## src/rtl/u8f_pkg.sv

```systemverilog
// Shared types and constants for the UTF-8 / escaped-string ASCII folder.
// Used by the front queue, the decoder, the character emitter and the top level.
`default_nettype none

package u8f_pkg;

  localparam int CW_DEFAULT = 16;

  typedef struct packed {
    logic [7:0] data;
    logic [3:0] hexv;
  } cbyte_t;

  typedef struct packed {
    cbyte_t cb;
    logic   present;
    logic   last;
  } item_t;

  typedef struct packed {
    logic        term;
    logic        eoi;
    logic        has_term;
    logic [20:0] cp;
  } ev_t;

endpackage

`default_nettype wire

```

## src/rtl/u8f_front.sv

```systemverilog
// Front end: accepts input words, works out the hex digit value of each byte
// and holds them in a short queue for the decoder. Depends on u8f_pkg.
`default_nettype none

module u8f_front (
  input  logic            clk,
  input  logic            rst_n,
  input  logic            in_valid,
  output logic            in_stall,
  input  logic [7:0]      in_byte,
  input  logic            in_byte_present,
  input  logic            in_string_last,
  output logic            q_valid,
  output u8f_pkg::item_t  q_item,
  input  logic            q_pop
);

  localparam int QDEPTH = 2;
  localparam int QAW    = $clog2(QDEPTH);

  function automatic logic [3:0] hex_val(input logic [7:0] b);
    logic [7:0] l;
    l = b | 8'h20;
    if (b >= 8'h30 && b <= 8'h39) return b[3:0];
    if (l >= 8'h61 && l <= 8'h66) return 4'(l - 8'h57);
    return 4'd0;
  endfunction

  u8f_pkg::item_t   mem [QDEPTH];
  logic [QAW-1:0]   wr_r;
  logic [QAW-1:0]   rd_r;
  logic [QAW:0]     cnt_r;
  logic             push;
  u8f_pkg::item_t   in_item;

  assign in_stall = (cnt_r == (QAW+1)'(QDEPTH));
  assign push     = in_valid && !in_stall;
  assign q_valid  = (cnt_r != '0);
  assign q_item   = mem[rd_r];

  always_comb begin
    in_item.cb.data = in_byte;
    in_item.cb.hexv = hex_val(in_byte);
    in_item.present = in_byte_present;
    in_item.last    = in_string_last;
  end

  always_ff @(posedge clk) begin
    if (push) begin
      mem[wr_r] <= in_item;
    end
  end

  always_ff @(posedge clk) begin
    if (!rst_n) begin
      wr_r  <= '0;
      rd_r  <= '0;
      cnt_r <= '0;
    end else begin
      if (push) begin
        wr_r <= wr_r + 1'b1;
      end
      if (q_pop) begin
        rd_r <= rd_r + 1'b1;
      end
      if (push && !q_pop) begin
        cnt_r <= cnt_r + 1'b1;
      end else if (!push && q_pop) begin
        cnt_r <= cnt_r - 1'b1;
      end
    end
  end

endmodule

`default_nettype wire

```

## src/rtl/u8f_decode.sv

```systemverilog
// Decoder: turns queued bytes into code point events, handling escapes, hex
// escapes, surrogate skipping, UTF-8 and the end-of-string flush. Depends on u8f_pkg.
`default_nettype none

module u8f_decode (
  input  logic            clk,
  input  logic            rst_n,
  input  logic            q_valid,
  input  u8f_pkg::item_t  q_item,
  output logic            q_pop,
  input  logic            ev_ready,
  output logic            ev_valid,
  output u8f_pkg::ev_t    ev
);

  localparam logic [7:0] CH_BS = 8'h5C;
  localparam logic [7:0] CH_U  = 8'h75;
  localparam logic [7:0] CH_N  = 8'h6E;
  localparam logic [7:0] CH_T  = 8'h74;
  localparam logic [7:0] CH_R  = 8'h72;
  localparam logic [7:0] CH_SP = 8'h20;
  localparam logic [20:0] CP_BAD = 21'h00FFFD;

  typedef enum logic [2:0] {
    M_PLAIN, M_BSLASH, M_HEX, M_SURWAIT, M_SURBS, M_SKIP, M_UTF8
  } mode_t;

  typedef struct packed {
    logic        cp_v;
    logic [20:0] cp;
    mode_t       mode;
    logic [20:0] acc;
    logic [1:0]  cont;
    logic        la_we;
    logic [1:0]  lac;
    logic        done;
    logic        more;
  } feed_t;

  function automatic feed_t feed(input u8f_pkg::cbyte_t cb, input mode_t m,
                                 input logic [20:0] acc, input logic [1:0] cont,
                                 input logic [1:0] lac, input logic [3:0] h0,
                                 input logic [3:0] h1, input logic [3:0] h2);
    feed_t       r;
    logic [7:0]  b;
    mode_t       eff;
    logic [15:0] hx;
    logic [1:0]  c1;
    b      = cb.data;
    r.cp_v = 1'b0;
    r.cp   = '0;
    r.mode = m;
    r.acc  = acc;
    r.cont = cont;
    r.la_we = 1'b0;
    r.lac  = lac;
    r.done = 1'b1;
    r.more = 1'b0;
    hx     = {h0, h1, h2, cb.hexv};
    c1     = (cont != 2'd0) ? cont - 2'd1 : 2'd0;
    eff    = m;
    if (m == M_SURWAIT && b != CH_BS) eff = M_PLAIN;
    if (m == M_SURBS && b != CH_U) eff = M_BSLASH;
    unique case (eff)
      M_PLAIN: begin
        r.mode = M_PLAIN;
        if (b == CH_BS) begin
          r.mode = M_BSLASH;
        end else if (!b[7]) begin
          r.cp_v = 1'b1;
          r.cp   = {13'd0, b};
        end else if (!b[6]) begin
          r.cp_v = 1'b1;
          r.cp   = CP_BAD;
        end else begin
          r.mode = M_UTF8;
          if (b[7:4] == 4'hF) begin
            r.acc  = {18'd0, b[2:0]};
            r.cont = 2'd3;
          end else if (b[7:5] == 3'b111) begin
            r.acc  = {17'd0, b[3:0]};
            r.cont = 2'd2;
          end else begin
            r.acc  = {16'd0, b[4:0]};
            r.cont = 2'd1;
          end
        end
      end
      M_BSLASH: begin
        if (b == CH_U) begin
          r.mode = M_HEX;
          r.lac  = 2'd0;
        end else begin
          r.mode = M_PLAIN;
          r.cp_v = 1'b1;
          r.cp   = (b == CH_N || b == CH_T || b == CH_R) ? {13'd0, CH_SP} : {13'd0, b};
        end
      end
      M_SURWAIT: begin
        r.mode = M_SURBS;
      end
      M_SURBS: begin
        r.mode = M_SKIP;
        r.lac  = 2'd0;
      end
      M_HEX, M_SKIP: begin
        if (lac != 2'd3) begin
          r.la_we = 1'b1;
          r.lac   = lac + 2'd1;
        end else begin
          r.lac = 2'd0;
          if (m == M_SKIP) begin
            r.mode = M_PLAIN;
          end else begin
            r.cp_v = 1'b1;
            r.cp   = {5'd0, hx};
            r.mode = (hx[15:10] == 6'b110110) ? M_SURWAIT : M_PLAIN;
          end
        end
      end
      M_UTF8: begin
        if (b[7:6] == 2'b10) begin
          r.acc  = {acc[14:0], b[5:0]};
          r.cont = c1;
          if (c1 == 2'd0) begin
            r.mode = M_PLAIN;
            r.cp_v = 1'b1;
            r.cp   = {acc[14:0], b[5:0]};
          end
        end else begin
          r.mode = M_PLAIN;
          r.cont = 2'd0;
          r.cp_v = 1'b1;
          r.cp   = acc;
          r.done = 1'b0;
          r.more = (b != CH_BS) && !(b[7] && b[6]);
        end
      end
      default: begin
        r.mode = M_PLAIN;
        r.done = 1'b0;
      end
    endcase
    return r;
  endfunction

  mode_t            mode_r, mode_nxt;
  logic [20:0]      acc_r, acc_nxt;
  logic [1:0]       cont_r, cont_nxt;
  logic [1:0]       lac_r, lac_nxt;
  logic [1:0]       hcnt_r, hcnt_nxt;
  logic             fin_r, fin_nxt;
  u8f_pkg::cbyte_t  la_r [3];
  u8f_pkg::cbyte_t  la_nxt [3];
  u8f_pkg::cbyte_t  hb_r [3];
  u8f_pkg::cbyte_t  hb_nxt [3];
  u8f_pkg::cbyte_t  src;
  feed_t            fr;
  logic             go;

  always_comb begin
    src = fin_r ? hb_r[0] : q_item.cb;
    fr  = feed(src, mode_r, acc_r, cont_r, lac_r,
               la_r[0].hexv, la_r[1].hexv, la_r[2].hexv);
    go  = q_valid && ev_ready;
    mode_nxt = mode_r;
    acc_nxt  = acc_r;
    cont_nxt = cont_r;
    lac_nxt  = lac_r;
    hcnt_nxt = hcnt_r;
    fin_nxt  = fin_r;
    la_nxt   = la_r;
    hb_nxt   = hb_r;
    q_pop    = 1'b0;
    ev_valid = 1'b0;
    ev       = '0;
    ev.has_term = q_item.last;
    if (go) begin
      if (!fin_r && !q_item.present) begin
        if (q_item.last) begin
          fin_nxt = 1'b1;
        end else begin
          q_pop = 1'b1;
        end
      end else if (!fin_r || hcnt_r != 2'd0) begin
        mode_nxt = fr.mode;
        acc_nxt  = fr.acc;
        cont_nxt = fr.cont;
        lac_nxt  = fr.lac;
        if (fr.la_we) begin
          la_nxt[lac_r] = src;
        end
        ev_valid = fr.cp_v;
        ev.cp    = fr.cp;
        ev.eoi   = !q_item.last && (fr.done || !fr.more);
        if (fr.done) begin
          if (fin_r) begin
            hb_nxt[0] = hb_r[1];
            hb_nxt[1] = hb_r[2];
            hcnt_nxt  = hcnt_r - 2'd1;
          end else if (q_item.last) begin
            fin_nxt = 1'b1;
          end else begin
            q_pop = 1'b1;
          end
        end
      end else begin
        unique case (mode_r)
          M_BSLASH, M_SURBS: begin
            ev_valid = 1'b1;
            ev.cp    = {13'd0, CH_BS};
            mode_nxt = M_PLAIN;
          end
          M_HEX, M_SKIP: begin
            ev_valid = 1'b1;
            ev.cp    = {13'd0, CH_U};
            mode_nxt = M_PLAIN;
            hb_nxt   = la_r;
            hcnt_nxt = lac_r;
            lac_nxt  = 2'd0;
          end
          M_UTF8: begin
            ev_valid = 1'b1;
            ev.cp    = acc_r;
            mode_nxt = M_PLAIN;
            cont_nxt = 2'd0;
          end
          default: begin
            ev_valid = 1'b1;
            ev.term  = 1'b1;
            q_pop    = 1'b1;
            fin_nxt  = 1'b0;
            mode_nxt = M_PLAIN;
            acc_nxt  = '0;
            cont_nxt = 2'd0;
            lac_nxt  = 2'd0;
          end
        endcase
      end
    end
  end

  always_ff @(posedge clk) begin
    la_r <= la_nxt;
    hb_r <= hb_nxt;
  end

  always_ff @(posedge clk) begin
    if (!rst_n) begin
      mode_r <= M_PLAIN;
      acc_r  <= '0;
      cont_r <= '0;
      lac_r  <= '0;
      hcnt_r <= '0;
      fin_r  <= 1'b0;
    end else begin
      mode_r <= mode_nxt;
      acc_r  <= acc_nxt;
      cont_r <= cont_nxt;
      lac_r  <= lac_nxt;
      hcnt_r <= hcnt_nxt;
      fin_r  <= fin_nxt;
    end
  end

endmodule

`default_nettype wire

```

## src/rtl/u8f_emit.sv

```systemverilog
// Character emitter: folds each code point to one to four ASCII characters,
// applies the output capacity and drives the output register. Depends on u8f_pkg.
`default_nettype none

module u8f_emit #(
  parameter int COUNT_WIDTH = u8f_pkg::CW_DEFAULT
) (
  input  logic           clk,
  input  logic           rst_n,
  input  logic           cfg_valid,
  output logic           cfg_ready,
  input  logic [15:0]    cfg_data,
  input  logic           ev_valid,
  input  u8f_pkg::ev_t   ev,
  output logic           ev_ready,
  output logic           out_valid,
  input  logic           out_stall,
  output logic [6:0]     out_char,
  output logic           out_run_last,
  output logic           out_string_end
);

  localparam int CMPW = (COUNT_WIDTH > 16) ? COUNT_WIDTH : 16;

  localparam logic [511:0] L1A =
    {"AAAAAAACEEEEIIIIDNOOOOOxOUUUUYTs", "aaaaaaaceeeeiiiidnooooo/ouuuuyty"};
  localparam logic [1023:0] EXTA =
    {"AaAaAaCcCcCcCcDdDdEeEeEeEeEeGgGgGgGgHhHhIiIiIiIiIiJjJjKkk",
     "LlLlLlLlLlNnNnNnnNnOoOoOoOoRrRrRrSsSsSsSsTtTtTtUuUuUuUuUuUu",
     "WwYyYZzZzZzs"};

  typedef struct packed {
    logic [2:0]      len;
    logic [3:0][6:0] ch;
  } fold_t;

  function automatic fold_t mk(input logic [31:0] s, input logic [2:0] n);
    fold_t f;
    f.len = n;
    for (int k = 0; k < 4; k++) begin
      f.ch[k] = s[(3-k)*8 +: 7];
    end
    return f;
  endfunction

  function automatic fold_t fold_cp(input logic [20:0] cp);
    fold_t      f;
    logic [7:0] c;
    f = mk("?   ", 3'd1);
    c = 8'd0;
    if (cp < 21'd32) begin
      f = mk("    ", 3'd1);
    end else if (cp < 21'd127) begin
      f = mk({cp[7:0], 24'd0}, 3'd1);
    end else if (cp >= 21'h0C0 && cp <= 21'h0FF) begin
      c = L1A[(63 - 32'(cp[5:0]))*8 +: 8];
      f = mk({c, 24'd0}, 3'd1);
      unique case (cp[5:0])
        6'd6:    f = mk({c, "E", 16'd0}, 3'd2);
        6'd30:   f = mk({c, "h", 16'd0}, 3'd2);
        6'd31:   f = mk({c, "s", 16'd0}, 3'd2);
        6'd38:   f = mk({c, "e", 16'd0}, 3'd2);
        6'd62:   f = mk({c, "h", 16'd0}, 3'd2);
        default: f = mk({c, 24'd0}, 3'd1);
      endcase
    end else if (cp >= 21'h100 && cp <= 21'h17F) begin
      c = EXTA[(127 - 32'(cp[6:0]))*8 +: 8];
      f = mk({c, 24'd0}, 3'd1);
    end else begin
      unique case (cp)
        21'h0A0: f = mk("    ", 3'd1);
        21'h0A9: f = mk("(c) ", 3'd3);
        21'h0AE: f = mk("(R) ", 3'd3);
        21'h0B0: f = mk("deg ", 3'd3);
        21'h0BD: f = mk("1/2 ", 3'd3);
        21'h2018, 21'h2019, 21'h201A, 21'h2032, 21'h0B4: f = mk("'   ", 3'd1);
        21'h201C, 21'h201D, 21'h201E, 21'h2033: f = mk("\"   ", 3'd1);
        21'h2010, 21'h2011, 21'h2012, 21'h2013, 21'h2014, 21'h2015,
        21'h2212: f = mk("-   ", 3'd1);
        21'h2026: f = mk("... ", 3'd3);
        21'h2022, 21'h00B7: f = mk("*   ", 3'd1);
        21'h2122: f = mk("(TM)", 3'd4);
        default: f = mk("?   ", 3'd1);
      endcase
    end
    return f;
  endfunction

  logic [15:0]            cap_r;
  logic [COUNT_WIDTH-1:0] cnt_r;
  logic [COUNT_WIDTH-1:0] cnt1;
  logic                   evv_r;
  u8f_pkg::ev_t           ev_r;
  logic [1:0]             idx_r;
  logic                   out_valid_r;
  logic [6:0]             out_char_r;
  logic                   out_run_last_r;
  logic                   out_string_end_r;

  fold_t       f;
  logic [15:0] lim;
  logic        can_emit;
  logic        can_next;
  logic        last_char;
  logic        out_ld;
  logic        done;
  logic        push;
  logic        push_char;

  assign cfg_ready      = 1'b1;
  assign out_valid      = out_valid_r;
  assign out_char       = out_char_r;
  assign out_run_last   = out_run_last_r;
  assign out_string_end = out_string_end_r;

  always_comb begin
    f         = fold_cp(ev_r.cp);
    lim       = (cap_r != 16'd0) ? cap_r - 16'd1 : 16'd0;
    cnt1      = cnt_r + 1'b1;
    can_emit  = (CMPW'(cnt_r) < CMPW'(lim)) && !(&cnt_r);
    can_next  = (CMPW'(cnt1) < CMPW'(lim)) && !(&cnt1);
    last_char = ((3'(idx_r) + 3'd1) == f.len);
    out_ld    = !out_valid_r || !out_stall;
    done      = 1'b0;
    push      = 1'b0;
    push_char = 1'b0;
    if (evv_r) begin
      if (ev_r.term) begin
        if (out_ld) begin
          push = 1'b1;
          done = 1'b1;
        end
      end else if (!can_emit) begin
        done = 1'b1;
      end else if (out_ld) begin
        push      = 1'b1;
        push_char = 1'b1;
        done      = last_char;
      end
    end
    ev_ready = !evv_r || done;
  end

  always_ff @(posedge clk) begin
    if (ev_ready) begin
      ev_r <= ev;
    end
    if (push) begin
      out_char_r       <= ev_r.term ? 7'd0 : f.ch[idx_r];
      out_string_end_r <= ev_r.term;
      out_run_last_r   <= ev_r.term ||
                          (!ev_r.has_term && ((last_char && ev_r.eoi) || !can_next));
    end
  end

  always_ff @(posedge clk) begin
    if (!rst_n) begin
      cap_r       <= 16'd256;
      cnt_r       <= '0;
      evv_r       <= 1'b0;
      idx_r       <= '0;
      out_valid_r <= 1'b0;
    end else begin
      if (cfg_valid) begin
        cap_r <= cfg_data;
      end
      if (push && ev_r.term) begin
        cnt_r <= '0;
      end else if (push_char) begin
        cnt_r <= cnt1;
      end
      if (ev_ready) begin
        evv_r <= ev_valid;
        idx_r <= '0;
      end else if (push_char) begin
        idx_r <= idx_r + 2'd1;
      end
      if (out_ld) begin
        out_valid_r <= push;
      end
    end
  end

endmodule

`default_nettype wire

```

## src/rtl/utf8_escape_to_ascii_folder.sv

```systemverilog
// Top level of the UTF-8 / escaped-string ASCII folder.
// Instantiates u8f_front, u8f_decode and u8f_emit; depends on u8f_pkg.
//
// Input words carry one byte of string text (in_byte), a flag that the byte
// is present and a flag that marks the last word of the string. Output words
// carry one printable ASCII character, or a zero terminator flagged by
// out_string_end; out_run_last marks the last output word caused by an input
// word. Both channels move a word when valid is high and stall is low.
// The cfg channel writes the output capacity; at most capacity minus one
// characters go out per string before the terminator.
// An input word's first output word passes the input queue, the emitter's
// event register and the output register. While out_stall is low, one input
// word is taken per cycle if each byte folds to at most one character and the
// emitter sends one character per cycle, so a fold into several characters
// holds the decoder until its last one goes, and a byte that cuts a UTF-8
// sequence short is decoded twice. At string end the decoder sends a held
// escape or sequence, each held byte, then the terminator; an empty last word
// first sets the end flag. A two-word input queue and the output register keep
// the input side moving while the receiver stalls. Reset empties the queue,
// returns the decoder to plain text and sets the capacity to 256.
`default_nettype none

module utf8_escape_to_ascii_folder #(
  parameter int COUNT_WIDTH = u8f_pkg::CW_DEFAULT
) (
  input  logic        clk,
  input  logic        rst_n,
  input  logic        in_valid,
  output logic        in_stall,
  input  logic [7:0]  in_byte,
  input  logic        in_byte_present,
  input  logic        in_string_last,
  output logic        out_valid,
  input  logic        out_stall,
  output logic [6:0]  out_char,
  output logic        out_run_last,
  output logic        out_string_end,
  input  logic        cfg_valid,
  output logic        cfg_ready,
  input  logic [15:0] cfg_data
);

  logic            q_valid;
  u8f_pkg::item_t  q_item;
  logic            q_pop;
  logic            ev_valid;
  u8f_pkg::ev_t    ev;
  logic            ev_ready;

  u8f_front u_front (
    .clk             (clk),
    .rst_n           (rst_n),
    .in_valid        (in_valid),
    .in_stall        (in_stall),
    .in_byte         (in_byte),
    .in_byte_present (in_byte_present),
    .in_string_last  (in_string_last),
    .q_valid         (q_valid),
    .q_item          (q_item),
    .q_pop           (q_pop)
  );

  u8f_decode u_decode (
    .clk      (clk),
    .rst_n    (rst_n),
    .q_valid  (q_valid),
    .q_item   (q_item),
    .q_pop    (q_pop),
    .ev_ready (ev_ready),
    .ev_valid (ev_valid),
    .ev       (ev)
  );

  u8f_emit #(
    .COUNT_WIDTH (COUNT_WIDTH)
  ) u_emit (
    .clk            (clk),
    .rst_n          (rst_n),
    .cfg_valid      (cfg_valid),
    .cfg_ready      (cfg_ready),
    .cfg_data       (cfg_data),
    .ev_valid       (ev_valid),
    .ev             (ev),
    .ev_ready       (ev_ready),
    .out_valid      (out_valid),
    .out_stall      (out_stall),
    .out_char       (out_char),
    .out_run_last   (out_run_last),
    .out_string_end (out_string_end)
  );

endmodule

`default_nettype wire

```

## config.mk

```make
export PLATFORM = sky130hd
export DESIGN_NAME = utf8_escape_to_ascii_folder
export DESIGN_NICKNAME = d
export VERILOG_FILES = /design/src/rtl/u8f_pkg.sv /design/src/rtl/u8f_front.sv /design/src/rtl/u8f_decode.sv /design/src/rtl/u8f_emit.sv /design/src/rtl/utf8_escape_to_ascii_folder.sv
export SDC_FILE = /design/constraint.sdc
export NUM_CORES = 1
export LEC_CHECK = 0
export BUFFER_PORTS_ARGS = -buffer_cell sky130_fd_sc_hd__buf_4
export CORE_MARGIN = 2
export CORE_UTILIZATION = 60
export CTS_BUF_LIST = sky130_fd_sc_hd__clkbuf_4 sky130_fd_sc_hd__clkbuf_8
export CTS_CLUSTER_DIAMETER = 60
export CTS_CLUSTER_SIZE = 12
export DETAILED_ROUTE_END_ITERATION = 12
export GPL_TIMING_DRIVEN = 1
export PLACE_DENSITY = 0.78
export SKIP_LAST_GASP = 1
export SLEW_MARGIN = 20
export SYNTH_ARGS = -nofsm -noshare
export SYNTH_HDL_FRONTEND = slang
export SYNTH_SLANG_ARGS = --single-unit
```

## constraint.sdc

```tcl
create_clock -name clk -period 6.3 [get_ports clk]
set_input_delay 1.26 -clock clk [delete_from_list [all_inputs] [get_ports clk]]
set_output_delay 1.26 -clock clk [all_outputs]
set_load 0.1 [all_outputs]
```

==> flow_summary.toml <==
[power_and_ir_drop]
pwr-share-comb = 0.471
clkPwrFrac = 0.166
power_density_mw_per_mm2 = 380
seqPwrFrac = 0.362
p_sw_mw = 2.22
leakage_nw = 4.92
internal_power_mw = 2.89
ir_drop_mv = 0.272
p_sw_frac = 0.434

[drt]
dr_total_vias = 10600
drc = 0
wl_mm = 32.1
ant_nets = 0
dr.pass1.iters = 9
vias_per_cell = 6.39
drt_iter0_drc = 1116
wl_per_cell_um = 19.4

[sta]
tightestPinTransition_ns = 1.06
layout_min_cycle_time_ns = 5.56
tns_ns = 0
finalClockSkew_ns = 0.0151
period_share = 0.882
setup_viol = 0
max_slew_margin = 0.287
slew_viol_final = 0
max_freq_ghz = 0.180
grt_setup_unrepaired = "no"
timing_hold_violations_final = 0
fin_ws_ns = 0.744

[floorplan]
io_pins = 43
die-area_mm2 = 0.0221
start_util = 0.616
rows = 52
dieHeight_um = 149
core_mm2 = 0.0204
die_w_um = 149

[setup_path]
crit_path_max_incr_delay_ns = 0.66
endpoint_kind = "register"
critPathKind = "reg2reg"
worstPathCellList = "or4_1, or4b_1, or2_2, nand2_1, ha_1, a21o_1, a21o_1, a221o_1, nor4b_1, a41oi_1, a32oi_2, nand3b_1, ha_1, or3_1, a21boi_0"
r2r_end = "u_front.cnt_r[1]"
regToRegSetupSlack_ns = 0.74
slowest_stage = "a32oi_2"
critical_path_arrival_ns = 6.01
cp.required_ns = 6.75
worst_r2r_path_depth = 15
worstSetupStartpointType = "register"
path_max_fanout = 14
reg2reg_from = "u_emit.cap_r[6]"

[logic_synthesis]
syn-mean-instance-area_um2 = 9.17
synth_area_mm2 = 0.0125
async_flop_share = 0
synthesis.nets = 1452
yosysTopAreaCell = "edfxtp_1"
synth.most_common_cell = "nand2_1"
synthAdderAreaFrac = 0.0529
synthSimpleGateAreaFrac = 0.218
ys_ff_latch = 205
synth_compound_area_frac = 0.172
muxShareOfSynthArea = 0.0529
synth_top_family_by_area = "simple AND/OR/NAND/NOR gates"
synth_edf_count = 133
synth.distinct_cells = 84
synth_commonest_cells = "nand2_1 (210), edfxtp_1 (133), o21ai_0 (98)"
ys_warn_count = 0
synthDominantCellAreaShare = 0.318
synth_xor_area_frac = 0.0328
syn-instance-count = 1368
synth_flop_cell = "edfxtp_1"
yosysSeqAreaShare = 0.433
synthTopCellsByArea = "edfxtp_1 (32%), dfxtp_1 (11%), nand2_1 (6.3%), ha_1 (5.3%), mux2i_1 (5.1%)"

[placed_design]
pre_cts_ws_ns = 0.776
place.gp.congestion = 0.960
port_buffers = 41
place_hpwl_mm = 23.0
place_inst = 1620

[hold_path]
min_from = "u_decode.la_r[7]"
min_path_type = "reg2reg"
hold_depth = 0
hold_end = "u_decode.hb_r[7]"

[grt]
antenna_found_initial = 0
grt_usage = 0.286
grt_max_degree = 60
grt_overflow = 0
grt_pass1_wl_mm = 51.0
grt_pass1_vias = 9785

[clock_tree]
ctsRootBufferMaster = "clkbuf_8"
postCtsResizedCells = 0
cts_tree = "yes"
path_clk_slew_ns = 0.08
htree_levels = 1
cts_hold_buf = 0
post-cts-setup-buffers = 0
cts_made_buffers = 21
clockBufferDepth = 3
clk_latency_ns = 0.54
clkSinkCount = 205

[final_layout]
final_util = 0.660
nFillCells = 1673
n_antenna_cell = 0
syn2layout_area_growth_pct = 7.26
drive_above_1_share = 0.0893
layout.cells.non_filler = 1658
nets = 1457

[flow_run]
max_cap_viol_count = 0

[run_status]
outcome = "complete, no violations"
-- worst max-delay path: cells and delay by family (launching register included) --
family | cells | cell delay (ns)
simple gates | 7 | 2.88
compound gates | 6 | 1.66
fa+ha+maj | 2 | 0.56
flops | 1 | 0.38
-- cell usage in the layout, fill, tap and decap left out, types with 13 or more instances in the layout --
cell      instances
xor2_1           30
clkbuf_4         14
nand3_1          35
ha_1             53
dfxtp_1          72
nor3_1           28
a21oi_1          65
clkbuf_8         21
o21ai_0          98
inv_1            37
buf_4            62
and2_1           13
nand2_1         210
xnor2_1          17
nand2b_1         18
nand4_1          22
nor4_1           13
or4_1            13
edfxtp_1        133
nor2b_1          36
mux2i_1          64
nor2_1           91
-- registers in the layout, indices dropped and copies added (netlist names), 2 cells and up, named ones only --
signal,count
u_decode.la_r,36
u_decode.lac_r,2
u_emit.cnt_r,16
u_decode.hcnt_r,2
u_emit.cap_r,16
u_emit.out_char,7
u_decode.acc_r,21
u_decode.mode_r,3
u_decode.cont_r,2
u_front.cnt_r,2
u_emit.ev_r,24
u_front.mem,28
u_emit.idx_r,2
u_decode.hb_r,36
-- stage by stage --
step / hold WS [ns] / instance area (um2) / total power, mW
final: 0.425 / 13500 / 5.12
after global routing: 0.445 / 13500 / 5.41
after CTS: 0.426 / 13400 / 5.08
after detailed placement: 0.407 / 13000 / 4.23
after global placement: 0.401 / 13000 / 4.22
after floorplan: 0.400 / 12500 / 3.59
-- metal layers --
layer  vias up  track usage  wire length [um]
met3        96       0.0328              2260
met1      5005        0.407             14000
met2       443        0.456             14700
met5         -            0                 0
li1       5047            -                 -
met4         0       0.0981              1120
-- power groups by stage --
stage | logic (mW) | registers, mW | clock network [mW]
2_1_floorplan | 1.68 | 1.91 | 0
3_3_place_gp | 2.35 | 1.87 | 0
3_5_place_dp | 2.35 | 1.88 | 0
4_1_cts | 2.36 | 1.85 | 0.868
5_1_grt | 2.61 | 1.88 | 0.921
6_report | 2.41 | 1.85 | 0.850
-- cells by family (layout without fill, tap and decap cells) --
| group | count (synthesis) | after routing |
|---|---|---|
| adders and majority gates | 53 | 53 |
| AOI/OAI and AO/OA | 329 | 329 |
| DFF | 205 | 205 |
| xor gates and xnor gates | 47 | 47 |
| buffers and inverters | 119 | 139 |
| and+or+nand+nor | 548 | 548 |
| muxes | 66 | 66 |
| other | 1 | 1 |
-- area by class of cell --
class                   instances  area, um2  share of cell area
flip-flops and latches        205       5440               0.404
multi-input cells            1044       6650               0.494
well taps                     270        338              0.0251
inverters                      39        146              0.0109
repair buffers                 62        465              0.0346
clock inverters                 3       22.5             0.00167
clock buffers                  35        394              0.0293
-- worst max path at each step --
stage                    startpoint                 to  slack, ns  cells past startpoint
floorplan           u_emit.cap_r[6]  u_decode.hb_r[12]       1.17                     15
CTS                 u_emit.cap_r[6]   u_front.cnt_r[1]       0.75                     15
detailed placement  u_emit.cap_r[6]   u_front.cnt_r[1]       0.78                     15
finish              u_emit.cap_r[6]   u_front.cnt_r[1]       0.74                     15
global placement    u_emit.cap_r[6]   u_front.cnt_r[1]       0.93                     15
global route        u_emit.cap_r[6]  u_decode.la_r[28]       0.46                     13
No activity file was read; power rests on OpenSTA's default activity.
